==> src/sv/iqp_pkg.sv <==
`timescale 1ns / 1ps

package iqp_pkg;

  localparam logic [7:0] DotChar   = 8'h2E;
  localparam logic [7:0] ZeroChar  = 8'h30;
  localparam logic [7:0] NineChar  = 8'h39;
  localparam logic [9:0] OctetMax  = 10'd255;
  localparam logic [4:0] LenMin    = 5'd7;
  localparam logic [4:0] LenMax    = 5'd15;
  localparam logic [4:0] LenSat    = 5'd16;
  localparam logic [1:0] DigitsMax = 2'd3;
  localparam logic [1:0] PartsLast = 2'd3;

  typedef struct packed {
    logic        ok;
    logic [31:0] address;
  } iqp_result_t;

  typedef struct packed {
    logic       step;
    logic       last;
    logic [7:0] character;
  } iqp_item_t;

endpackage

==> src/sv/iqp_core.sv <==
`timescale 1ns / 1ps

module iqp_core (
  input  logic               clk_i,
  input  logic               rst_ni,
  input  iqp_pkg::iqp_item_t item_i,
  output iqp_pkg::iqp_result_t result_o
);
  import iqp_pkg::*;

  logic [9:0]  part_value_q, part_value_d;
  logic [1:0]  part_digits_q, part_digits_d;
  logic [1:0]  part_index_q, part_index_d;
  logic [4:0]  length_count_q, length_count_d;
  logic        error_seen_q, error_seen_d;
  logic [23:0] held_octets_q, held_octets_d;

  logic        is_digit;
  logic        is_dot;
  logic [13:0] acc_wide;
  logic        good;

  assign is_digit = (item_i.character >= ZeroChar) && (item_i.character <= NineChar);
  assign is_dot   = (item_i.character == DotChar);
  assign acc_wide = {1'b0, part_value_q, 3'b000} + {3'b000, part_value_q, 1'b0}
                  + {10'd0, item_i.character[3:0]};

  always_comb begin
    part_value_d   = part_value_q;
    part_digits_d  = part_digits_q;
    part_index_d   = part_index_q;
    error_seen_d   = error_seen_q;
    held_octets_d  = held_octets_q;
    length_count_d = (length_count_q < LenSat) ? length_count_q + 5'd1 : length_count_q;
    if (is_digit) begin
      if (part_digits_q >= DigitsMax) begin
        error_seen_d = 1'b1;
      end else begin
        part_value_d  = acc_wide[9:0];
        part_digits_d = part_digits_q + 2'd1;
      end
    end else if (is_dot) begin
      if ((part_digits_q == 2'd0) || (part_value_q > OctetMax) ||
          (part_index_q >= PartsLast)) begin
        error_seen_d = 1'b1;
      end else begin
        held_octets_d = {held_octets_q[15:0], part_value_q[7:0]};
        part_index_d  = part_index_q + 2'd1;
      end
      part_value_d  = 10'd0;
      part_digits_d = 2'd0;
    end else begin
      error_seen_d = 1'b1;
    end
  end

  assign good = !error_seen_d && (length_count_d >= LenMin) && (length_count_d <= LenMax)
             && (part_index_d == PartsLast) && (part_digits_d != 2'd0)
             && (part_value_d <= OctetMax);

  assign result_o.ok      = good;
  assign result_o.address = good ? {held_octets_d, part_value_d[7:0]} : 32'd0;

  always_ff @(posedge clk_i or negedge rst_ni) begin
    if (!rst_ni) begin
      part_value_q   <= '0;
      part_digits_q  <= '0;
      part_index_q   <= '0;
      length_count_q <= '0;
      error_seen_q   <= 1'b0;
      held_octets_q  <= '0;
    end else if (item_i.step) begin
      if (item_i.last) begin
        part_value_q   <= '0;
        part_digits_q  <= '0;
        part_index_q   <= '0;
        length_count_q <= '0;
        error_seen_q   <= 1'b0;
        held_octets_q  <= '0;
      end else begin
        part_value_q   <= part_value_d;
        part_digits_q  <= part_digits_d;
        part_index_q   <= part_index_d;
        length_count_q <= length_count_d;
        error_seen_q   <= error_seen_d;
        held_octets_q  <= held_octets_d;
      end
    end
  end

endmodule

==> src/sv/ipv4_dotted_quad_parser.sv <==
`timescale 1ns / 1ps
// A closing item goes from the input register through the core to the result register.
// The parser takes one character per cycle; the input register and result register
// decouple the two channels, so input stalls only when both are full with a closing item.
// Reset: asynchronous, active low; clears the input and result valid flags and all
// parse state (part value, digit count, part index, length count, error flag, octets).

module ipv4_dotted_quad_parser (
  input  logic        clk_i,
  input  logic        rst_ni,
  input  logic        in_valid_i,
  output logic        in_ready_o,
  input  logic [7:0]  character_i,
  input  logic        last_i,
  output logic        out_valid_o,
  input  logic        out_ready_i,
  output logic        ok_o,
  output logic [31:0] address_o
);
  import iqp_pkg::*;

  logic        in_valid_q;
  logic [7:0]  char_q;
  logic        last_q;
  logic        out_valid_q;
  logic        ok_q;
  logic [31:0] address_q;
  logic        out_free;
  logic        advance;
  iqp_item_t   item;
  iqp_result_t result;

  assign out_free   = !out_valid_q || out_ready_i;
  assign advance    = in_valid_q && (!last_q || out_free);
  assign in_ready_o = !in_valid_q || advance;

  assign item.step      = advance;
  assign item.last      = last_q;
  assign item.character = char_q;

  iqp_core u_core (
    .clk_i    (clk_i),
    .rst_ni   (rst_ni),
    .item_i   (item),
    .result_o (result)
  );

  always_ff @(posedge clk_i or negedge rst_ni) begin
    if (!rst_ni) begin
      in_valid_q <= 1'b0;
    end else if (in_ready_o) begin
      in_valid_q <= in_valid_i;
    end
  end

  always_ff @(posedge clk_i) begin
    if (in_ready_o && in_valid_i) begin
      char_q <= character_i;
      last_q <= last_i;
    end
  end

  always_ff @(posedge clk_i or negedge rst_ni) begin
    if (!rst_ni) begin
      out_valid_q <= 1'b0;
    end else if (out_free) begin
      out_valid_q <= advance && last_q;
    end
  end

  always_ff @(posedge clk_i) begin
    if (out_free && advance && last_q) begin
      ok_q      <= result.ok;
      address_q <= result.address;
    end
  end

  assign out_valid_o = out_valid_q;
  assign ok_o        = ok_q;
  assign address_o   = address_q;

  a_zero_addr_on_error: assert property (@(posedge clk_i) disable iff (!rst_ni)
    out_valid_o && !ok_o |-> address_o == 32'd0)
    else $error("address not zero on rejected string");

  a_stall_only_when_full: assert property (@(posedge clk_i) disable iff (!rst_ni)
    !in_ready_o |-> in_valid_q && last_q && out_valid_q && !out_ready_i)
    else $error("input stalled without a blocked closing item");

  a_result_from_last: assert property (@(posedge clk_i) disable iff (!rst_ni)
    $rose(out_valid_o) |-> $past(in_valid_q && last_q))
    else $error("result appeared without a closing item");

endmodule
==> config.mk <==
export PLATFORM = sky130hd
export DESIGN_NAME = ipv4_dotted_quad_parser
export DESIGN_NICKNAME = d
export VERILOG_FILES = /design/src/sv/iqp_pkg.sv /design/src/sv/iqp_core.sv /design/src/sv/ipv4_dotted_quad_parser.sv
export SDC_FILE = /design/constraint.sdc
export NUM_CORES = 1
export LEC_CHECK = 0
export ABC_AREA = 0
export BUFFER_PORTS_ARGS = -buffer_cell sky130_fd_sc_hd__buf_2
export CAP_MARGIN = 10
export CORE_ASPECT_RATIO = 0.5
export CORE_MARGIN = 2
export CORE_UTILIZATION = 60
export DETAILED_ROUTE_END_ITERATION = 7
export GPL_ROUTABILITY_DRIVEN = 0
export GPL_TIMING_DRIVEN = 0
export HOLD_SLACK_MARGIN = 0.03
export PLACE_DENSITY = 0.81
export SLEW_MARGIN = 20
export SYNTH_ARGS = -nofsm -noshare
export SYNTH_HDL_FRONTEND = slang
export SYNTH_HIERARCHICAL = 1
export SYNTH_SLANG_ARGS = --single-unit
==> constraint.sdc <==
create_clock -name clk_i -period 4.4 [get_ports clk_i]
set_input_delay 0.88 -clock clk_i [delete_from_list [all_inputs] [get_ports clk_i]]
set_output_delay 0.88 -clock clk_i [all_outputs]
set_load 0.01 [all_outputs]
==> impl_metrics.csv <==
group,metric,value,unit
power,p_per_area,428,nW/um^2
timing,rsz0062_at_grt,"no",
worst_setup_path,worstPathRequired,4510,ps
synth,avgSynthCellArea,12.5,um^2
cts,cts_buffers,9,
cts,cts_setup_buffers,0,
job,drv_cap,0,
finish,n_fill_cell,500,
cts,clk_pin_slew,70,ps
synth,synthTopCellsByCount,"dfrtp_1 (46), edfxtp_1 (42), a22oi_1 (35), o2bb2ai_1 (35), nor3_2 (29)",
power,peakVddDrop,0.266,mV
synth,synthTopCellsByArea,"edfxtp_1 (27%), dfrtp_1 (24%), o2bb2ai_1 (6.5%)",
synth,synth_edf_count,42,
finish,final_net_count,467,
routing,drt-initial-drc-count,460,
die,core_area,7460,um^2
finish,area_delta_synth_final,15.1,%
hold_path,hp-class,"input port to asynchronous set/reset pin",
die,rows,22,
die,die_w,129,um
global_route,grt.total_usage,27.0,%
synth,synth.distinct_cells,54,
timing,hold_ws,524,ps
global_route,antenna_found_initial,0,
routing,dr.pass1.iters,5,
die,initial_core_util,63.0,%
die,die_area,8600,um^2
worst_setup_path,cp_max_fo,10,
timing,final.setup.tns,0,ps
power,leakage,2.25,nW
synth,yosysTopAreaCell,"edfxtp_1",
worst_setup_path,end_kind,"register",
timing,slew_headroom,52.9,%
finish,antennaDiodeCount,0,
cts,root_buffer,"clkbuf_16",
timing,worst_pin_slew,701,ps
routing,wire_per_inst,19.4,um
timing,fmax,0.279,GHz
timing,clock_skew,8.88,ps
timing,slew_viol_final,0,
routing,drc,0,
cts,cts_buffer_depth,2,
synth,synthArstFlopShare,52.3,%
die,die_h,66.6,um
synth,synth_nets,408,
routing,via_per_inst,6.46,
die,top_level_ports,48,
synth,yosysSeqAreaShare,51.3,%
cts,htreeDepth,3,
timing,finalSetupViolations,0,
routing,wl,10.7,mm
outcome,outcome,"completed",
cts,ctsHoldBuffers,0,
synth,ys.flop_type,"dfrtp_1",
cts,clkLatencyLatePin,350,ps
synth,ys_warn_count,6,
worst_setup_path,critPathLaunchType,"register",
routing,num_vias,3548,
synth,syn_inst,377,
synth,synth_area,4700,um^2
finish,drive_above_1_share,26.1,%
cts,cts_tree,"built",
cts,cts.sinks,88,
global_route,grt_max_degree,47,
synth,yosysTopAreaCellShare,26.8,%
timing,fin_crit,3580,ps
synth,yosysMostFrequentCell,"dfrtp_1",
routing,postRouteAntennaNets,0,
timing,hold_violations,0,
worst_setup_path,arrival,3690,ps
placed_design,post-dp-hpwl,7.40,mm
cts,cts_resized,0,
global_route,grt_pass1_wl,17.4,mm
timing,min_period_over_period,81.3,%
global_route,grt_pass1_vias,3507,
worst_setup_path,critPathKind,"register to register",
synth,synth_seq_cells,88,
placed_design,io_buffers,47,
global_route,overflow,0,
## through the flow
stage / instances / power, mW / cell area [um^2] / utilization (%) / setup slack [ps]
6_report: 549 / 2.32 / 5410 / 72.5 / 822
3_5_place_dp: 533 / 1.54 / 5110 / 68.5 / 938
5_1_grt: 549 / 2.43 / 5410 / 72.5 / 659
2_1_floorplan: 377 / 1.39 / 4700 / - / 1360
3_3_place_gp: 532 / 1.50 / 5070 / 68.0 / 981
4_1_cts: 549 / 2.31 / 5410 / 72.5 / 930
## flip-flops by register name, summed over array words and instances, names as in the netlist
signal / flops
address_o: 32
char_q: 8
in_valid_q: 1
last_q: 1
ok_o: 1
out_valid_o: 1
u_core/error_seen_q: 1
u_core/held_octets_q: 24
u_core/length_count_q: 5
u_core/part_digits_q: 2
u_core/part_index_q: 2
u_core/part_value_q: 10
## cell usage in the layout, fill, tap and decap left out, drive strengths merged, types with 3 or more instances in the layout
master / n
inv: 12
a32oi: 4
clkbuf: 24
nand2: 8
ha: 16
edfxtp: 42
and3: 3
a22oi: 35
nor3: 33
xnor2: 4
a21o: 4
a211oi: 6
buf: 61
o2bb2ai: 35
nor2: 12
and4: 3
nand3: 4
nand4: 3
a21oi: 11
dfrtp: 46
clkinvlp: 3
o21ai: 8
nor4: 3
mux2i: 27
## routing by layer
layer,share of wire (%),GRT usage [%],vias up
li1,-,-,1607
met1,44,35.8,1728
met2,46,42.1,188
met3,7.8,8.35,25
met4,2.1,10.3,0
met5,0,0,-
## power breakdown
group,leakage [nW],switching (mW),internal [mW]
clock,0.140,0.330,0.444
combinational,1.08,0.326,0.199
sequential,1.03,0.0943,0.923
total,2.25,0.751,1.57
## logic make-up after synthesis
kind of cell,Yosys count,synth area share (%)
AO/OA/AOI/OAI,118,19.2
XOR/XNOR,6,1.12
adder cells (fa/ha/maj),18,5.11
buffers and inverters,38,4.07
flip-flops,88,51.3
multiplexers,27,5.75
AND/OR/NAND/NOR,82,13.4
## critical path, stage by stage (launching register included)
cell and delay [ps]:
dfrtp_1 500, inv_1 130, fa_1 510, inv_1 70
fa_1 490, a211oi_1 390, o21ai_1 150, and3_1 220
o221ai_2 450, buf_6 240, nor2_1 50, buf_4 130
## worst paths after layout
check | startpoint | cells past startpoint | slack, ps | to
worst max register to register | u_core/part_value_q[0]$_DFFE_PN0P_ | 11 | 820 | ok_o$_DFFE_PP_
max in group asynchronous | rst_ni | 1 | 3440 | u_core/length_count_q[1]$_DFFE_PN0P_
worst min register to register | u_core/held_octets_q[19]$_DFFE_PN0P_ | 1 | 530 | u_core/held_octets_q[19]$_DFFE_PN0P_
worst min-delay path | rst_ni | 1 | 520 | u_core/held_octets_q[19]$_DFFE_PN0P_
min in group clk_i | u_core/held_octets_q[19]$_DFFE_PN0P_ | 1 | 530 | u_core/held_octets_q[19]$_DFFE_PN0P_
worst max-delay path | u_core/part_value_q[0]$_DFFE_PN0P_ | 11 | 820 | ok_o$_DFFE_PP_
## layout make-up
type | count | area, um^2 | share of cell area [%]
Sequential cell | 88 | 2410 | 44.6
Multi-Input combinational cell | 251 | 2100 | 38.9
Timing Repair Buffer | 48 | 265 | 4.90
Clock buffer | 9 | 225 | 4.16
Buffer | 28 | 154 | 2.84
Tap cell | 108 | 135 | 2.50
Clock inverter | 7 | 77.6 | 1.43
Inverter | 10 | 37.5 | 0.694
Note: power is estimated with default switching activity, not from simulation.
